`src/hdl/rrhc_pkg.sv`:
```
// Package for the receive ring header check: result codes, item structs
// and fixed ring constants. No dependencies.
package rrhc_pkg;

    localparam int PAGE_BYTES   = 256;
    localparam int PAGE_SHIFT   = $clog2(PAGE_BYTES);
    localparam int HEADER_BYTES = 4;

    localparam int STATUS_INTACT_BIT  = 0;
    localparam int STATUS_OVERRUN_BIT = 3;

    localparam logic [7:0]  START_PAGE_RST = 8'd64;
    localparam logic [7:0]  STOP_PAGE_RST  = 8'd128;
    localparam logic [10:0] MIN_LENGTH_RST = 11'd60;
    localparam logic [7:0]  BOUNDARY_RST   = STOP_PAGE_RST - 8'd1;

    // configuration register indexes
    localparam logic [1:0] CFG_START_PAGE = 2'd0;
    localparam logic [1:0] CFG_STOP_PAGE  = 2'd1;
    localparam logic [1:0] CFG_MIN_LENGTH = 2'd2;

    typedef enum logic [2:0] {
        ACT_EMPTY    = 3'd0,
        ACT_DELIVER  = 3'd1,
        ACT_BAD_LEN  = 3'd2,
        ACT_BAD_NEXT = 3'd3,
        ACT_OVERRUN  = 3'd4,
        ACT_SKIPPED  = 3'd5
    } action_t;

    typedef struct packed {
        logic [15:0] max_length;
        logic [15:0] header_count;
        logic [7:0]  header_next;
        logic [7:0]  header_status;
        logic [7:0]  current_page;
    } rx_item_t;

    typedef struct packed {
        action_t     action;
        logic [7:0]  packet_page;
        logic [15:0] payload_length;
        logic [15:0] first_address;
        logic [15:0] first_length;
        logic [15:0] second_length;
        logic [7:0]  boundary_next;
        logic [31:0] bytes_next;
        logic [15:0] errors_next;
    } eval_t;

endpackage

```
`src/hdl/receive_ring_header_check.sv`:
```
// Top level of the receive ring header check: ring registers, running
// totals and the result register. Uses rrhc_pkg, rrhc_in_stage, rrhc_eval.
//
//  channel  direction  handshake            payload
//  s_       in         s_tvalid / s_tready  s_tdata: one receive header item
//  m_       out        m_tvalid / m_tready  m_tuser: action, m_tdata: result
//  cfg_     in         cfg_we               cfg_index, cfg_wdata
//
// One item per cycle while the result side does not stall; an item passes from
// the s_ transfer through the input register, then through the check logic
// into the result register, where boundary and totals update too.
// Reset is synchronous: ring registers take their defaults, the boundary
// sits one below the stop page, totals clear, both stages empty.
// A stalled result holds both stages; s_tready drops only when they are full.
module receive_ring_header_check (
    input  logic         aclk,
    input  logic         aresetn,
    input  logic         s_tvalid,
    output logic         s_tready,
    // [7:0] current_page, [15:8] header_status, [23:16] header_next,
    // [39:24] header_count, [55:40] max_length
    input  logic [55:0]  s_tdata,
    output logic         m_tvalid,
    input  logic         m_tready,
    // [7:0] packet_page, [23:8] payload_length, [39:24] first_address,
    // [55:40] first_length, [71:56] second_length, [79:72] new_boundary,
    // [111:80] byte_total, [127:112] error_total
    output logic [127:0] m_tdata,
    // [2:0] action
    output logic [2:0]   m_tuser,
    input  logic         cfg_we,
    input  logic [1:0]   cfg_index,
    input  logic [10:0]  cfg_wdata
);

    logic               advance;
    logic               item_valid;
    rrhc_pkg::rx_item_t item;
    rrhc_pkg::eval_t    res;

    logic [7:0]  start_page_reg;
    logic [7:0]  stop_page_reg;
    logic [10:0] min_length_reg;
    logic [7:0]  boundary_reg;
    logic [31:0] rx_bytes_reg;
    logic [15:0] rx_errors_reg;
    logic        m_valid_reg;
    logic        m_valid_next;
    rrhc_pkg::eval_t out_reg;

    assign advance      = !m_valid_reg || m_tready;
    assign m_valid_next = advance ? item_valid : m_valid_reg;

    rrhc_in_stage u_in_stage (
        .aclk       (aclk),
        .aresetn    (aresetn),
        .s_tvalid   (s_tvalid),
        .s_tready   (s_tready),
        .s_tdata    (s_tdata),
        .advance    (advance),
        .item_valid (item_valid),
        .item       (item)
    );

    rrhc_eval u_eval (
        .item       (item),
        .start_page (start_page_reg),
        .stop_page  (stop_page_reg),
        .min_length (min_length_reg),
        .boundary   (boundary_reg),
        .rx_bytes   (rx_bytes_reg),
        .rx_errors  (rx_errors_reg),
        .res        (res)
    );

    always_ff @(posedge aclk) begin
        if (!aresetn) begin
            start_page_reg <= rrhc_pkg::START_PAGE_RST;
            stop_page_reg  <= rrhc_pkg::STOP_PAGE_RST;
            min_length_reg <= rrhc_pkg::MIN_LENGTH_RST;
        end else if (cfg_we) begin
            case (cfg_index)
                rrhc_pkg::CFG_START_PAGE: start_page_reg <= cfg_wdata[7:0];
                rrhc_pkg::CFG_STOP_PAGE:  stop_page_reg  <= cfg_wdata[7:0];
                rrhc_pkg::CFG_MIN_LENGTH: min_length_reg <= cfg_wdata;
                default: ;
            endcase
        end
    end

    always_ff @(posedge aclk) begin
        if (!aresetn) begin
            boundary_reg  <= rrhc_pkg::BOUNDARY_RST;
            rx_bytes_reg  <= '0;
            rx_errors_reg <= '0;
            m_valid_reg   <= 1'b0;
        end else begin
            m_valid_reg <= m_valid_next;
            // commit ring state with the result it belongs to
            if (advance && item_valid) begin
                boundary_reg  <= res.boundary_next;
                rx_bytes_reg  <= res.bytes_next;
                rx_errors_reg <= res.errors_next;
            end
        end
    end

    always_ff @(posedge aclk) begin
        if (advance && item_valid) begin
            out_reg <= res;
        end
    end

    assign m_tvalid = m_valid_reg;
    assign m_tuser  = out_reg.action;
    assign m_tdata  = {out_reg.errors_next, out_reg.bytes_next, out_reg.boundary_next,
                       out_reg.second_length, out_reg.first_length,
                       out_reg.first_address, out_reg.payload_length,
                       out_reg.packet_page};

endmodule

```
`src/hdl/rrhc_in_stage.sv`:
```
// Input register of the receive ring header check.
// Depends on rrhc_pkg for the item struct.
module rrhc_in_stage (
    input  logic              aclk,
    input  logic              aresetn,
    input  logic              s_tvalid,
    output logic              s_tready,
    input  logic [55:0]       s_tdata,
    input  logic              advance,
    output logic              item_valid,
    output rrhc_pkg::rx_item_t item
);

    logic               valid_reg;
    logic               valid_next;
    rrhc_pkg::rx_item_t item_reg;

    // free slot, or the held item moves on in this cycle
    assign s_tready   = !valid_reg || advance;
    assign valid_next = s_tready ? s_tvalid : valid_reg;

    always_ff @(posedge aclk) begin
        if (!aresetn) begin
            valid_reg <= 1'b0;
        end else begin
            valid_reg <= valid_next;
        end
    end

    always_ff @(posedge aclk) begin
        if (s_tready && s_tvalid) begin
            item_reg <= rrhc_pkg::rx_item_t'(s_tdata);
        end
    end

    assign item_valid = valid_reg;
    assign item       = item_reg;

endmodule

```
`src/hdl/rrhc_eval.sv`:
```
// Header check and copy split for one receive ring item.
// Depends on rrhc_pkg for constants, codes and structs.
module rrhc_eval (
    input  rrhc_pkg::rx_item_t item,
    input  logic [7:0]         start_page,
    input  logic [7:0]         stop_page,
    input  logic [10:0]        min_length,
    input  logic [7:0]         boundary,
    input  logic [31:0]        rx_bytes,
    input  logic [15:0]        rx_errors,
    output rrhc_pkg::eval_t    res
);

    logic [7:0]  page_inc;
    logic [7:0]  page;
    logic        empty;
    logic        short_cnt;
    logic [15:0] len;
    logic        bad_len;
    logic        bad_next;
    logic        overrun;
    logic        intact;
    logic [15:0] addr;
    logic [15:0] limit;
    logic [16:0] end_sum;
    logic [15:0] errors_inc;
    logic [7:0]  next_page;
    logic [7:0]  wrap_page;

    assign page_inc  = boundary + 8'd1;
    assign page      = (page_inc == stop_page) ? start_page : page_inc;
    assign empty     = (page == item.current_page);
    assign short_cnt = item.header_count < 16'(rrhc_pkg::HEADER_BYTES);
    assign len       = short_cnt ? 16'd0
                                 : item.header_count - 16'(rrhc_pkg::HEADER_BYTES);
    assign bad_len   = short_cnt || (len < 16'(min_length)) || (len > item.max_length);
    assign bad_next  = (item.header_next < start_page) || (item.header_next >= stop_page);
    assign overrun   = item.header_status[rrhc_pkg::STATUS_OVERRUN_BIT];
    assign intact    = item.header_status[rrhc_pkg::STATUS_INTACT_BIT];

    assign addr    = (16'(page) << rrhc_pkg::PAGE_SHIFT) + 16'(rrhc_pkg::HEADER_BYTES);
    assign limit   = 16'(stop_page) << rrhc_pkg::PAGE_SHIFT;
    assign end_sum = {1'b0, addr} + {1'b0, len};

    assign errors_inc = (rx_errors == 16'hFFFF) ? rx_errors : rx_errors + 16'd1;

    // failed checks resume at the current page, a delivered or skipped packet at its next page
    assign next_page = (bad_len || bad_next || overrun) ? item.current_page
                                                        : item.header_next;
    assign wrap_page = (next_page == start_page) ? stop_page : next_page;

    always_comb begin
        res                = '0;
        res.packet_page    = page;
        res.boundary_next  = boundary;
        res.bytes_next     = rx_bytes;
        res.errors_next    = rx_errors;
        res.action         = rrhc_pkg::ACT_EMPTY;
        if (!empty) begin
            res.payload_length = len;
            res.bytes_next     = rx_bytes + 32'(len);
            res.boundary_next  = wrap_page - 8'd1;
            if (bad_len) begin
                res.action      = rrhc_pkg::ACT_BAD_LEN;
                res.errors_next = errors_inc;
            end else if (bad_next) begin
                res.action      = rrhc_pkg::ACT_BAD_NEXT;
                res.errors_next = errors_inc;
            end else if (overrun) begin
                res.action      = rrhc_pkg::ACT_OVERRUN;
                res.errors_next = errors_inc;
            end else if (intact) begin
                res.action        = rrhc_pkg::ACT_DELIVER;
                res.first_address = addr;
                // split the copy where the ring wraps
                if (addr >= limit) begin
                    res.first_length  = 16'd0;
                    res.second_length = len;
                end else if (end_sum > {1'b0, limit}) begin
                    res.first_length  = limit - addr;
                    res.second_length = len - (limit - addr);
                end else begin
                    res.first_length  = len;
                    res.second_length = 16'd0;
                end
            end else begin
                res.action = rrhc_pkg::ACT_SKIPPED;
            end
        end
    end

endmodule

```
`config.mk`:
```
export PLATFORM = sky130hd
export DESIGN_NAME = receive_ring_header_check
export DESIGN_NICKNAME = d
export VERILOG_FILES = /design/src/hdl/rrhc_pkg.sv /design/src/hdl/receive_ring_header_check.sv /design/src/hdl/rrhc_in_stage.sv /design/src/hdl/rrhc_eval.sv
export SDC_FILE = /design/constraint.sdc
export NUM_CORES = 1
export LEC_CHECK = 0
export BUFFER_PORTS_ARGS = -buffer_cell sky130_fd_sc_hd__buf_2
export CAP_MARGIN = 40
export CORE_UTILIZATION = 35
export CTS_CLUSTER_DIAMETER = 40
export DETAILED_ROUTE_END_ITERATION = 6
export SLEW_MARGIN = 20
export SYNTH_ARGS = -nofsm -noshare
export SYNTH_HDL_FRONTEND = slang
export SYNTH_SLANG_ARGS = --single-unit
```
`constraint.sdc`:
```
create_clock -name aclk -period 5 [get_ports aclk]
set_input_delay 0.75 -clock aclk [delete_from_list [all_inputs] [get_ports aclk]]
set_output_delay 0.75 -clock aclk [all_outputs]
set_load 0.03 [all_outputs]
```
==> results.py <==
metrics = {
    "run_status": {
        "status": "finished, final reports clean",
    },
    "critical_path": {
        "end_kind": "flip-flop",
        "path_max_fanout": 11,
        "path_delay_family": "compound AO/OA/AOI/OAI gates",
        "crit_slowest_cell": "dfxtp_2",
        "crit_type": "reg2reg",
        "slowest_delay_ns": 0.34,
        "startpoint_type": "flip-flop",
        "cp.buffers_inverters": 4,
        "worstPathRequired_ns": 5.29,
        "crit_top_cell": "o21bai_1",
        "arrival_ns": 5.26,
    },
    "timing": {
        "rsz0062_at_grt": "yes",
        "hold_ws_ns": 0.351,
        "hold_viol": 0,
        "slew_headroom": 0.480,
        "worst_pin_slew_ns": 0.781,
        "skew_ns": 0.0273,
        "report.final.slew_viol_count": 0,
        "fin_setup_tns_ns": 0,
        "period_minus_slack_ns": 4.97,
        "finalSetupViolations": 0,
        "final.period_utilization": 0.994,
        "fmax_mhz": 201,
    },
    "route": {
        "vias_per_cell": 5.10,
        "firstDrtPassIters": 5,
        "initialDrtViolationCount": 601,
        "antenna_left": 0,
        "wire_per_inst_um": 18.1,
        "drc_errors": 0,
        "vias": 11900,
        "routed_wl_um": 42400,
    },
    "floorplanning": {
        "die_h_um": 205,
        "rows": 74,
        "dieWidth_um": 205,
        "io-pin-count": 207,
        "core_area_mm2": 0.0408,
        "start_util": 0.354,
        "die-area_mm2": 0.0421,
    },
    "place": {
        "gp_congestion": 0.924,
        "place_area_mm2": 0.0170,
        "dp_hpwl_um": 31300,
        "portBuffers": 193,
    },
    "global_route": {
        "grt_pass1_vias": 11400,
        "grt_max_degree": 86,
        "grt_pass1_wl_um": 63300,
        "gr-total-overflow": 0,
        "grt_use_total": 0.197,
        "antenna_found_initial": 4,
    },
    "logic_synthesis": {
        "synth_cells": 1444,
        "synth_fa_ha_area_frac": 0.0822,
        "synth.distinct_cells": 68,
        "synth-async-reset-ratio": 0,
        "synth_top_family_by_area": "simple AND/OR/NAND/NOR gates",
        "syn_area_per_cell_um2": 10.0,
        "synth_xor_area_frac": 0.0837,
        "ys_top_cells_by_area": "edfxtp_1 36%, dfxtp_1 12%, ha_1 7.9%, xnor2_1 5.3%, a21oi_1 3.9%",
        "synthFlopType": "edfxtp_1",
        "synth_compound_area_frac": 0.118,
        "synthesis.area_mm2": 0.0145,
        "netlist.area_leader.share": 0.361,
        "synth-simple-area-share": 0.162,
        "synth_top_cell_by_area": "edfxtp_1",
        "seq_area_frac_synth": 0.479,
        "synth_edf_count": 174,
        "synth.area.mux_share": 0.0332,
        "ys_warn_count": 0,
        "ys_ff_latch": 259,
    },
    "clock_tree": {
        "clkSlewWorstSetupHoldPaths_ns": 0.06,
        "cts_tree": "yes",
        "clock_latency_ns": 0.57,
        "htreeDepth": 2,
        "cts_inserted_buffers": 43,
        "cts_root_buf": "clkbuf_16",
        "clk_path_buf_depth": 3,
        "clock_sinks": 259,
    },
    "cells_and_area": {
        "final_cell_mix": "193 x buf_2, 174 x edfxtp_1, 137 x nand2_1",
        "drive_above_1_share": 0.289,
        "final_common_cell": "buf_2",
        "largest_reg_flops": 121,
        "fillCellCount": 3837,
        "fin_area_mm2": 0.0190,
        "post-route-util": 0.465,
        "final_nets": 1935,
        "area_delta_synth_final_pct": 31.2,
    },
    "job": {
        "drv_cap": 0,
    },
    "power": {
        "power.total_mw": 7.60,
        "max-vdd-ir-drop_v": 0.000171,
        "p_leak_nw": 7.88,
        "power.density_mw_per_mm2": 400,
    },
    "hold_path": {
        "min_path_type": "in2reg",
    },
}
-- synth_stat cells (14+ instances only) --
| cell | count |
|---|---|
| a21oi_1 | 112 |
| a31oi_1 | 14 |
| and2_1 | 14 |
| and3_1 | 15 |
| buf_2 | 16 |
| clkbuf_1 | 31 |
| dfxtp_1 | 85 |
| edfxtp_1 | 174 |
| ha_1 | 91 |
| inv_1 | 85 |
| mux2_2 | 16 |
| mux2i_1 | 30 |
| nand2_1 | 137 |
| nand3_1 | 37 |
| nand4_1 | 24 |
| nor2_1 | 142 |
| nor3_1 | 54 |
| o21ai_0 | 39 |
| or3_1 | 16 |
| xnor2_1 | 87 |
| xor2_1 | 46 |
-- what timing repair did --
item                       CTS  global route
setup buffers                3             7
cloned                       1             1
setup endpoints to repair   24            39
pin swaps                    6            33
hold buffers                 0             0
hold endpoints to repair     0             0
gates resized for setup     14            69
-- stage by stage --
stage	setup WS, ns	instances
after floorplan	-0.0586	1450
after global placement	-0.0122	2241
after detailed placement	-0.0611	2242
after CTS	-0.00345	2325
after global routing	-0.215	2336
final	0.0289	2338
-- kinds of logic (layout without fill, tap and decap cells) --
| kind of cell | after synthesis | in the layout |
|---|---|---|
| and+or+nand+nor | 497 | 497 |
| AOI/OAI and AO/OA | 267 | 267 |
| DFF | 259 | 259 |
| buffers and inverters | 145 | 497 |
| xor gates and xnor gates | 135 | 135 |
| adders and majority gates | 94 | 94 |
| muxes | 46 | 46 |
| other | 1 | 11 |
-- area by class of cell --
type	count	area, µm²	area share
tap	532	666	0.0351
sequential	259	6940	0.366
clock inverter	32	345	0.0182
timing repair buffer	332	2100	0.111
multi-input combinational	1046	7460	0.393
antenna	4	10.0	0.000528
inverter	86	334	0.0176
clock buffer	47	1120	0.0592
-- power by group --
group / internal (mW) / leakage, nW / switching [mW]
clock: 1.83 / 0.721 / 1.16
sequential: 2.42 / 2.35 / 0.0672
combinational: 0.930 / 4.81 / 1.18
-- routing by layer --
metal | part of all wire | wire length, µm | vias to the layer above | GRT usage
met1 | 0.44 | 18500 | 5655 | 0.258
met3 | 0.058 | 2470 | 83 | 0.0367
met2 | 0.48 | 20100 | 336 | 0.319
met4 | 0.029 | 1230 | 2 | 0.0767
li1 | - | - | 5847 | -
met5 | 0.00031 | 13 | - | 0
-- final timing paths --
kind | start | to | slack (ns) | depth (start not counted)
max | boundary_reg[1] | m_tdata[54] | 0.03 | 30
min | s_tdata[7] | u_in_stage.item[7] | 0.35 | 1
max reg2reg | boundary_reg[1] | m_tdata[54] | 0.03 | 30
min reg2reg | min_length_reg[6] | min_length_reg[6] | 0.46 | 2
(Power assumes the default switching activity.)
